<file path="config.mk">
export PLATFORM = sky130hd
export DESIGN_NAME = ppm_p6_stream_parser
export DESIGN_NICKNAME = d
export VERILOG_FILES = /design/src/design/ppm_p6_pkg.sv /design/src/design/ppm_p6_stream_parser.sv /design/src/design/ppm_p6_size_check.sv
export VERILOG_INCLUDE_DIRS = /design/src /design/src/design
export SDC_FILE = /design/constraint.sdc
export NUM_CORES = 2
export LEC_CHECK = 0
export BUFFER_PORTS_ARGS = -buffer_cell sky130_fd_sc_hd__buf_4
export CAP_MARGIN = 20
export CORE_ASPECT_RATIO = 0.6
export CORE_UTILIZATION = 34
export DETAILED_ROUTE_END_ITERATION = 8
export SLEW_MARGIN = 40
export SYNTH_ARGS = -nofsm -noshare
export SYNTH_HDL_FRONTEND = slang
export SYNTH_HIERARCHICAL = 1
export SYNTH_SLANG_ARGS = --single-unit
</file>
<file path="constraint.sdc">
create_clock -name clk_i -period 15.3 [get_ports clk_i]
set_clock_uncertainty 0.2 [all_clocks]
set_input_delay 3.06 -clock clk_i [delete_from_list [all_inputs] [get_ports clk_i]]
set_output_delay 3.06 -clock clk_i [all_outputs]
set_load 0.005 [all_outputs]
</file>
<file path="src/design/ppm_p6_stream_parser_defines.svh">
// ----------------------------------------------------------------------------
// PPM P6 stream parser assertion macros
// Shared assertion helpers that compile away when SYNTHESIS is defined.
// ----------------------------------------------------------------------------
`ifndef PPM_P6_STREAM_PARSER_DEFINES_SVH
`define PPM_P6_STREAM_PARSER_DEFINES_SVH

`ifndef SYNTHESIS
`define PPM_ASSERT_IMPL(lbl, clk, rst_n, ante, cons, msg) \
  lbl: assert property (@(posedge clk) disable iff (!rst_n) (ante) |-> (cons)) \
    else $error(msg);
`define PPM_ASSERT_NEXT(lbl, clk, rst_n, ante, cons, msg) \
  lbl: assert property (@(posedge clk) disable iff (!rst_n) (ante) |=> (cons)) \
    else $error(msg);
`else
`define PPM_ASSERT_IMPL(lbl, clk, rst_n, ante, cons, msg)
`define PPM_ASSERT_NEXT(lbl, clk, rst_n, ante, cons, msg)
`endif

`endif

</file>
<file path="src/design/ppm_p6_pkg.sv">
// ----------------------------------------------------------------------------
// PPM P6 parser package
// Request types, result codes and fixed sizes shared by the parser files.
// ----------------------------------------------------------------------------
package ppm_p6_pkg;

  localparam int unsigned SizeBits = 28;
  localparam int unsigned LimBits  = 28;
  localparam int unsigned ProdBits = 2 * SizeBits + 2;

  localparam logic [LimBits-1:0]  LimitReset = LimBits'(192000000);
  localparam logic [SizeBits-1:0] FieldMax   = {SizeBits{1'b1}};
  localparam logic [8:0]          MaxvalSat  = 9'd511;
  localparam logic [8:0]          MaxvalWant = 9'd255;
  localparam logic [7:0]          CharP      = 8'h50;
  localparam logic [7:0]          Char6      = 8'h36;

  localparam logic [1:0] KindHeader = 2'd0;
  localparam logic [1:0] KindPixel  = 2'd1;
  localparam logic [1:0] KindError  = 2'd2;
  localparam logic [1:0] KindDone   = 2'd3;

  localparam logic [2:0] ErrNone   = 3'd0;
  localparam logic [2:0] ErrMagic  = 3'd1;
  localparam logic [2:0] ErrField  = 3'd2;
  localparam logic [2:0] ErrEarly  = 3'd3;
  localparam logic [2:0] ErrMaxval = 3'd4;
  localparam logic [2:0] ErrSize   = 3'd5;
  localparam logic [2:0] ErrExcess = 3'd6;
  localparam logic [2:0] ErrShort  = 3'd7;

  typedef struct packed {
    logic [7:0] byte_in;
    logic       end_of_stream;
  } in_req_t;

  typedef struct packed {
    logic [1:0]          kind;
    logic [7:0]          pixel_byte;
    logic [1:0]          channel;
    logic [SizeBits-1:0] image_width;
    logic [SizeBits-1:0] image_height;
    logic [2:0]          error_code;
  } out_req_t;

  typedef struct packed {
    logic               empty;
    logic               over;
    logic [LimBits-1:0] total;
  } size_status_t;

endpackage

</file>
<file path="src/design/ppm_p6_stream_parser.sv">
// ----------------------------------------------------------------------------
// PPM P6 stream parser
// Checks a P6 header one byte per request and passes out the pixel data.
// ----------------------------------------------------------------------------
// Input requests arrive on in_valid_i/in_ready_o with in_data_i, one file byte
// each. Every input request gives exactly one result request on
// out_valid_o/out_ready_i with out_data_o: a header byte, a pixel byte with
// its channel, image complete, or an error with its code.
// An accepted byte is held in the input register, is parsed from there into
// the result register, and is offered to the receiver from that register.
// Throughput is one byte per cycle while the receiver takes each result; the
// state update of one byte is the only loop. The image size product is
// registered from the width and height registers and is ready by the maximum
// value terminator. A stalled receiver holds the result register; the input
// register still takes one byte, then in_ready_o drops until the result is
// taken. Reset returns to waiting for the letter P with no error and the byte
// limit at 192000000. cfg_we_i/cfg_data_i write the limit; the user must write
// it only while the block is idle, which the block itself does not enforce.
// After an error every byte answers with the latched code until reset.
// ----------------------------------------------------------------------------
`include "ppm_p6_stream_parser_defines.svh"

module ppm_p6_stream_parser (
  input  logic                             clk_i,
  input  logic                             rst_ni,
  input  logic                             cfg_we_i,
  input  logic [ppm_p6_pkg::LimBits-1:0]   cfg_data_i,
  input  logic                             in_valid_i,
  output logic                             in_ready_o,
  input  ppm_p6_pkg::in_req_t              in_data_i,
  output logic                             out_valid_o,
  input  logic                             out_ready_i,
  output ppm_p6_pkg::out_req_t             out_data_o
);
  import ppm_p6_pkg::*;

  localparam logic [3:0] PhP    = 4'd0;
  localparam logic [3:0] Ph6    = 4'd1;
  localparam logic [3:0] PhSep0 = 4'd2;
  localparam logic [3:0] PhPreW = 4'd3;
  localparam logic [3:0] PhW    = 4'd4;
  localparam logic [3:0] PhPreH = 4'd5;
  localparam logic [3:0] PhH    = 4'd6;
  localparam logic [3:0] PhPreM = 4'd7;
  localparam logic [3:0] PhM    = 4'd8;
  localparam logic [3:0] PhData = 4'd9;
  localparam logic [3:0] PhDone = 4'd10;
  localparam logic [3:0] PhErr  = 4'd11;

  logic                in_valid_q;
  in_req_t             in_q;
  logic                out_valid_q;
  out_req_t            out_q;
  out_req_t            res;
  logic                process;

  logic [LimBits-1:0]  limit_q;
  logic [3:0]          phase_q, phase_d;
  logic [SizeBits-1:0] width_q, width_d;
  logic [SizeBits-1:0] height_q, height_d;
  logic [8:0]          maxval_q, maxval_d;
  logic [LimBits-1:0]  total_q, total_d;
  logic [LimBits-1:0]  count_q, count_d;
  logic [1:0]          ch_q, ch_d;
  logic [2:0]          err_q, err_d;

  size_status_t        size_st;

  logic [7:0]          b;
  logic                eos, ws, dg;
  logic [3:0]          dig;
  logic [SizeBits-1:0] w_base, h_base;
  logic [SizeBits+3:0] w_mul, h_mul;
  logic [8:0]          m_base;
  logic [12:0]         m_mul;
  logic [SizeBits-1:0] w_acc, h_acc;
  logic [8:0]          m_acc;
  logic                do_fail, eos_check;
  logic [2:0]          fail_code;
  logic [1:0]          kind;
  logic [7:0]          pix;
  logic [1:0]          ch_out;

  assign process     = in_valid_q && (!out_valid_q || out_ready_i);
  assign in_ready_o  = !in_valid_q || process;
  assign out_valid_o = out_valid_q;
  assign out_data_o  = out_q;

  ppm_p6_size_check u_size_check (
    .clk_i    (clk_i),
    .width_i  (width_q),
    .height_i (height_q),
    .limit_i  (limit_q),
    .status_o (size_st)
  );

  assign b   = in_q.byte_in;
  assign eos = in_q.end_of_stream;
  assign ws  = ((b >= 8'd9) && (b <= 8'd13)) || (b == 8'd32);
  assign dg  = (b >= 8'd48) && (b <= 8'd57);
  assign dig = b[3:0];

  assign w_base = (phase_q == PhPreW) ? '0 : width_q;
  assign h_base = (phase_q == PhPreH) ? '0 : height_q;
  assign m_base = (phase_q == PhPreM) ? '0 : maxval_q;
  assign w_mul  = ({4'b0, w_base} << 3) + ({4'b0, w_base} << 1) + (SizeBits+4)'(dig);
  assign h_mul  = ({4'b0, h_base} << 3) + ({4'b0, h_base} << 1) + (SizeBits+4)'(dig);
  assign m_mul  = ({4'b0, m_base} << 3) + ({4'b0, m_base} << 1) + 13'(dig);
  assign w_acc  = (w_mul > (SizeBits+4)'(FieldMax)) ? FieldMax : w_mul[SizeBits-1:0];
  assign h_acc  = (h_mul > (SizeBits+4)'(FieldMax)) ? FieldMax : h_mul[SizeBits-1:0];
  assign m_acc  = (m_mul > 13'(MaxvalSat)) ? MaxvalSat : m_mul[8:0];

  always_comb begin
    phase_d   = phase_q;
    width_d   = width_q;
    height_d  = height_q;
    maxval_d  = maxval_q;
    total_d   = total_q;
    count_d   = count_q;
    ch_d      = ch_q;
    err_d     = err_q;
    do_fail   = 1'b0;
    fail_code = ErrNone;
    eos_check = 1'b1;
    kind      = KindHeader;
    pix       = 8'd0;
    ch_out    = 2'd0;
    unique case (phase_q) inside
      PhP: begin
        if (b != CharP) begin
          do_fail = 1'b1; fail_code = ErrMagic;
        end else begin
          phase_d = Ph6;
        end
      end
      Ph6: begin
        if (b != Char6) begin
          do_fail = 1'b1; fail_code = ErrMagic;
        end else begin
          phase_d = PhSep0;
        end
      end
      PhSep0: begin
        if (!ws) begin
          do_fail = 1'b1; fail_code = ErrField;
        end else begin
          phase_d = PhPreW;
        end
      end
      PhPreW, PhW: begin
        if (dg) begin
          width_d = w_acc; phase_d = PhW;
        end else if (ws) begin
          if (phase_q == PhW) phase_d = PhPreH;
        end else begin
          do_fail = 1'b1; fail_code = ErrField;
        end
      end
      PhPreH, PhH: begin
        if (dg) begin
          height_d = h_acc; phase_d = PhH;
        end else if (ws) begin
          if (phase_q == PhH) phase_d = PhPreM;
        end else begin
          do_fail = 1'b1; fail_code = ErrField;
        end
      end
      PhPreM: begin
        if (dg) begin
          maxval_d = m_acc; phase_d = PhM;
        end else if (!ws) begin
          do_fail = 1'b1; fail_code = ErrField;
        end
      end
      PhM: begin
        if (dg) begin
          maxval_d = m_acc;
        end else if (ws) begin
          eos_check = 1'b0;
          if (maxval_q != MaxvalWant) begin
            do_fail = 1'b1; fail_code = ErrMaxval;
          end else if (!size_st.empty && size_st.over) begin
            do_fail = 1'b1; fail_code = ErrSize;
          end else begin
            total_d = size_st.empty ? '0 : size_st.total;
            count_d = '0;
            ch_d    = 2'd0;
            if (size_st.empty) begin
              phase_d = PhDone; kind = KindDone;
            end else if (eos) begin
              do_fail = 1'b1; fail_code = ErrShort;
            end else begin
              phase_d = PhData;
            end
          end
        end else begin
          do_fail = 1'b1; fail_code = ErrField;
        end
      end
      PhData: begin
        eos_check = 1'b0;
        if (count_q >= total_q) begin
          do_fail = 1'b1; fail_code = ErrExcess;
        end else begin
          count_d = count_q + 1'b1;
          ch_d    = (ch_q == 2'd2) ? 2'd0 : ch_q + 2'd1;
          pix     = b;
          ch_out  = ch_q;
          if (count_d == total_q) begin
            phase_d = PhDone; kind = KindDone;
          end else if (eos) begin
            do_fail = 1'b1; fail_code = ErrShort;
          end else begin
            kind = KindPixel;
          end
        end
      end
      PhDone: begin
        do_fail = 1'b1; fail_code = ErrExcess;
      end
      default: begin
        eos_check = 1'b0;
        phase_d   = PhErr;
        kind      = KindError;
      end
    endcase
    if (eos_check && !do_fail && eos) begin
      do_fail = 1'b1; fail_code = ErrEarly;
    end
    if (do_fail) begin
      err_d   = fail_code;
      phase_d = PhErr;
      kind    = KindError;
      pix     = 8'd0;
      ch_out  = 2'd0;
    end
  end

  always_comb begin
    res.kind         = kind;
    res.pixel_byte   = pix;
    res.channel      = ch_out;
    res.image_width  = width_d;
    res.image_height = height_d;
    res.error_code   = err_d;
  end

  always_ff @(posedge clk_i or negedge rst_ni) begin
    if (!rst_ni) begin
      in_valid_q  <= 1'b0;
      out_valid_q <= 1'b0;
      limit_q     <= LimitReset;
      phase_q     <= PhP;
      width_q     <= '0;
      height_q    <= '0;
      maxval_q    <= '0;
      total_q     <= '0;
      count_q     <= '0;
      ch_q        <= 2'd0;
      err_q       <= ErrNone;
    end else begin
      if (cfg_we_i) limit_q <= cfg_data_i;
      if (in_ready_o) in_valid_q <= in_valid_i;
      if (process) begin
        out_valid_q <= 1'b1;
        phase_q     <= phase_d;
        width_q     <= width_d;
        height_q    <= height_d;
        maxval_q    <= maxval_d;
        total_q     <= total_d;
        count_q     <= count_d;
        ch_q        <= ch_d;
        err_q       <= err_d;
      end else if (out_ready_i) begin
        out_valid_q <= 1'b0;
      end
    end
  end

  always_ff @(posedge clk_i) begin
    if (in_ready_o && in_valid_i) in_q <= in_data_i;
    if (process) out_q <= res;
  end

  `PPM_ASSERT_NEXT(a_err_sticky, clk_i, rst_ni, phase_q == PhErr, phase_q == PhErr,
                   "error phase was left without reset")
  `PPM_ASSERT_IMPL(a_count_bound, clk_i, rst_ni, phase_q == PhData, count_q < total_q,
                   "data count reached total while still in data phase")
  `PPM_ASSERT_IMPL(a_channel_range, clk_i, rst_ni, 1'b1, ch_q != 2'd3,
                   "channel counter out of range")
  `PPM_ASSERT_NEXT(a_in_hold, clk_i, rst_ni, in_valid_q && !process, in_valid_q,
                   "buffered request dropped before it was parsed")

endmodule

</file>
<file path="src/design/ppm_p6_size_check.sv">
// ----------------------------------------------------------------------------
// PPM P6 image size check
// Registers width times height and compares three times it with the limit.
// ----------------------------------------------------------------------------
module ppm_p6_size_check (
  input  logic                              clk_i,
  input  logic [ppm_p6_pkg::SizeBits-1:0]   width_i,
  input  logic [ppm_p6_pkg::SizeBits-1:0]   height_i,
  input  logic [ppm_p6_pkg::LimBits-1:0]    limit_i,
  output ppm_p6_pkg::size_status_t          status_o
);
  import ppm_p6_pkg::*;

  logic [2*SizeBits-1:0] prod_q;
  logic [ProdBits-1:0]   prod3;

  always_ff @(posedge clk_i) begin
    prod_q <= width_i * height_i;
  end

  assign prod3 = ({2'b00, prod_q} << 1) + {2'b00, prod_q};

  assign status_o.empty = (width_i == '0) || (height_i == '0);
  assign status_o.over  = prod3 > ProdBits'(limit_i);
  assign status_o.total = prod3[LimBits-1:0];

endmodule

</file>
# Word level (Yosys, flattened, before mapping)

Cells that the tools add are included.

Add/sub/neg operators: 9
Multiply operators: 1
Divide/modulo/power cells: 0
Order comparisons: 9
Equal/unequal tests: 37
Shifts and indexed selects: 0
Mux-type cells: 86
Bitwise operators: 4
Reductions and logical operators: 30

Operator list:

| kind                  | count |
|---|---|
| $mux 28               | 14 |
| $mux 4                | 19 |
| $add 31x29->32        | 2 |
| $add 32x4->32         | 2 |
| $gt 32x28->1 const B  | 2 |
| $add 57x56->58        | 1 |
| $gt 58x28->1          | 1 |
| $logic_not 28->1      | 2 |
| $mul 28x28->56        | 1 |
| $pmux 28 s2           | 1 |
| $pmux 4 s9            | 1 |
| $mux 2                | 15 |
| $mux 3                | 10 |
| $add 28x1->28 const B | 1 |
| $eq 28x28->1          | 1 |
| $ge 28x28->1          | 1 |
| $ne 3x3->1 const B    | 9 |
| $pmux 3 s7            | 1 |
| $ne 4x4->1 const B    | 5 |
| $mux 1                | 19 |
| $mux 9                | 2 |
| $reduce_and 17->1     | 1 |
| $eq 4x3->1 const B    | 4 |
| $add 12x10->13        | 1 |
| 34 further kinds      | 60 |

Register bits after elaboration: 296
Latch bits: 0
RAM bits: 0
Bits in read-only memories: 0
Input port bits: 42
Output and inout bits: 73
Logic and storage cells: 196
Memories kept: 0

# Logic depth before layout (Yosys ltp)

Word-level depth: 15
Gate-level depth with buffers: 30
Mapped depth without buffers: 29

# By module

The synthesis kept the hierarchy.

Modules (own cells, without submodules):

| module               | times used | cells an instance | area an instance (sq um) | seq. area each (sq um) |
|---|---|---|---|---|
| ppm_p6_size_check    | 1          | 3639              | 31087.3                  | 1121.1 |
| ppm_p6_stream_parser | 1          | 1809              | 16776.1                  | 6418.7 |

# Worst setup path after synthesis

No wires, ideal clock.

Path type: reg2reg
Start: reg height_q[18]
End: reg u_size_check.prod_q[53]
Data arrival time: 6.967 ns
Slack: 8.048 ns
Cell stages (with the launch flop): 28
Buffers on the path: 2
Period minus slack after synthesis: 7.252 ns
Cells stage by stage: dfrtp_1 -> clkbuf_1 -> clkbuf_1 -> nand2_1 -> fa_1 -> inv_1 -> fa_1 -> inv_1 -> fa_1 -> inv_1 -> fa_1 -> fa_1 -> fa_1 -> inv_1 -> fa_1 -> inv_1 -> ha_1 -> a21o_1 -> a21o_1 -> a21o_1 -> a21o_1 -> a21oi_1 -> o211a_1 -> nand2_1 -> a2111o_1 -> a31oi_1 -> nor2b_1 -> a211oi_1

Word-level cells in the longest chain between the ends: 1

RTL lines:

| element                  | RTL line                    | RTL |
|---|---|---|
| start: declaration       | ppm_p6_stream_parser.sv:60  | `logic [SizeBits-1:0] height_q, height_d;` |
| start signal: assignment | ppm_p6_stream_parser.sv:268 | `height_q <= height_d;` |
| $mul 28x28->56           | ppm_p6_size_check.sv:18     | `prod_q <= width_i * height_i;` |
| end signal: assignment   | ppm_p6_size_check.sv:18     |  |
| end: declaration         | ppm_p6_size_check.sv:14     | `logic [2*SizeBits-1:0] prod_q;` |

No other way between the ends.
A chain may end at the register's enable or synchronous reset.

# Worst setup path after layout

Start: reg width_q[20]
End: reg u_size_check.prod_q[53]

Word-level cells in the longest chain between the ends: 1

RTL lines:

| element                  | RTL line                    | RTL |
|---|---|---|
| start: declaration       | ppm_p6_stream_parser.sv:59  | `logic [SizeBits-1:0] width_q, width_d;` |
| start signal: assignment | ppm_p6_stream_parser.sv:267 | `width_q <= width_d;` |
| $mul 28x28->56           | ppm_p6_size_check.sv:18     |  |

No other way between the ends.

==> flow_summary.toml <==
[logic_synthesis]
ys.flop_type = "dfrtp_1"
synth_edf_count = 80
yosysWarnings = 6
synth_seq_area_share_pct = 15.8
synthTopCellsByCount = "inv_1, fa_1, nand2_1, ha_1, and2_1"
synth_top_area_share_pct = 28.5
syn_area_um2 = 47900
yosysUniqueCellTypes = 100
synth_top_area_cell = "fa_1"
syn-instance-count = 5448
ys_async_sr_fraction_pct = 54.1
synth_area_leaders = "fa_1, ha_1, dfrtp_1, inv_1, and2_1"
synthMostInstantiatedCell = "inv_1"
synth.avg_cell_area_um2 = 8.79
syn_nets = 6622
ys_seq_elements = 296

[critical_path]
cp_max_fo = 23
critPathTopFamily = "adder cells"
cpMostUsedCell = "fa_1"
critPathLaunch = "width_q[20]"
r2r_start = "width_q[20]"
crit_path_end_kind = "register"
crit_arrival_ns = 8.25
worstSetupPathType = "reg -> reg"
cp-start-kind = "register"
cp_num_buf_inv = 6
critPathSlowestCell = "fa_1"
slowest_delay_ns = 0.72
worstPathRequired_ns = 15.56

[cells_and_area]
fillers = 14250
layout-drive-gt1-share_pct = 6.38
nNetsFinal = 6555
area_growth_pct = 8.16

[die]
core_area_um2 = 140000
initial_utilization_pct = 34.3
die_area_um2 = 142000
fp.dieW_um = 486
dieHeight_um = 293
rows = 106
io_pins = 115

[global_route]
grt_max_degree = 82
grt_util_met3_pct = 7.75
grt_pass1_vias = 37815
gr-usage-all-layers_pct = 20.8
grt_pass1_wl_mm = 231
busiest_layer = "met1"
antenna_found_initial = 5
use_met1_pct = 34.4
use_met2_pct = 25.0
grt_overflow_total = 0

[timing]
setup_viol = 0
period_share_pct = 52.2
finalHoldViolations = 0
tightest_slew_ns = 0.816
slew_headroom_pct = 45.6
setup_tns_ns = 0
report.final.slew_viol_count = 0
rsz0062_at_grt = "no"
holdWs_ns = 0.296
period_minus_slack_ns = 7.99
fmax_mhz = 125

[drt]
routedWlPerCell_um = 20.3
remaining_drc_errors = 0
drt-total-wl_mm = 148
vias = 38347
drtAntennaViolNets = 0
firstDrtPassIters = 6
drtIter0Drc = 3487
vias_per_cell = 5.25

[power_and_ir_drop]
p_leak_nw = 25.7
vdd_drop_max_mv = 0.0632
pwr_density_cell_nw_per_um2 = 50.5
p_total_mw = 2.61

[cts]
cts_sinks = 296
cts_tree = "done"
post-cts-setup-buffers = 0
hold_buffers = 0
htreeDepth = 2
cts_made_buffers = 35
post_cts_resized = 0
cts-root-buf = "clkbuf_16"
clkTransAtPathRegs_ns = 0.07
cts_buffer_depth = 3
worstSkewPairLatency_ns = 0.59

[worst_hold_path]
worstHoldStart = "err_q[1]"
hold_class = "reg -> reg"

[placement]
gp_congestion = 0.948
io_buffer_count = 114
dp_hpwl_mm = 116

[run_status]
status = "complete, no violations"

[job]
maxCapViolations = 0
layout by cell type (no fill, tap or decap), types with 86 or more instances in the layout:
cell,count
a21o_1,101
a21oi_1,233
a31oi_1,119
and2_1,431
buf_4,186
dfrtp_1,148
fa_1,681
ha_1,451
inv_1,883
nand2_1,583
nor2_1,273
nor2b_1,86
o21ai_0,160
xnor2_1,102
power breakdown:
group | switching (mW) | total (mW) | internal (mW)
sequential | 0.0915 | 0.976 | 0.885
clock | 0.403 | 0.919 | 0.516
combinational | 0.478 | 0.717 | 0.238
layer usage:
layer,vias up,wire (µm)
li1,17505,-
met1,19097,76700
met2,1655,51500
met3,88,19000
met4,2,1280
met5,-,13
worst reg2reg max path: cells and delay by family, from the launching register on:
kind | cells | cell delay (ns)
AOI/OAI and AO/OA | 8 | 1.75
adders and majority gates | 8 | 4.23
buffers and inverters | 6 | 0.67
DFF | 1 | 0.63
and+or+nand+nor | 3 | 0.36
logic make-up after synthesis:
group | Yosys count | share of synthesized area (%)
AND/OR/NAND/NOR | 1735 | 18.4
buffers and inverters | 1177 | 9.45
AO/OA/AOI/OAI | 900 | 12.2
adder cells (fa/ha/maj) | 1132 | 40.3
XOR/XNOR | 166 | 3.04
multiplexers | 42 | 0.954
flip-flops | 296 | 15.8
sequential cells by signal (all words and copies together) (netlist names):
name and count:
out_valid_o 1, total_q 28, phase_q 4, count_q 28, width_q 28, height_q 28
u_size_check/prod_q 56, ch_q 2, eos 1, out_data_o 71, in_valid_q 1, b 8
err_q 3, limit_q 28, maxval_q 9
per-stage QoR:
step / std cells / utilization, % / worst slack (ns) / cell area (µm²)
after floorplan: 5448 / - / 8.05 / 47900
after global placement: 7233 / 36.2 / 7.39 / 50500
after detailed placement: 7234 / 36.2 / 7.36 / 50500
after CTS: 7298 / 37.1 / 7.29 / 51700
after global routing: 7298 / 37.1 / 6.77 / 51800
final: 7303 / 37.1 / 7.31 / 51800
area by class of cell:
cell class | count | area (µm²) | share of cell area (%)
Sequential cell | 296 | 7540 | 14.6
Tap cell | 1890 | 2360 | 4.57
Inverter | 884 | 3320 | 6.41
Multi-Input combinational cell | 3975 | 35900 | 69.3
Clock inverter | 24 | 263 | 0.508
Timing Repair Buffer | 189 | 1440 | 2.77
Clock buffer | 40 | 936 | 1.81
Antenna cell | 5 | 12.5 | 0.0242
final timing paths:
path | endpoint | slack [ns] | cells past startpoint
max | u_size_check/prod_q[53] | 7.31 | 25
min | err_q[1] | 0.30 | 1
max reg2reg | u_size_check/prod_q[53] | 7.31 | 25
min reg2reg | err_q[1] | 0.30 | 1
max in group asynchronous | height_q[23] | 11.03 | 3
min in group asynchronous | count_q[9] | 2.30 | 1
No activity file was read; power rests on OpenSTA's default activity.
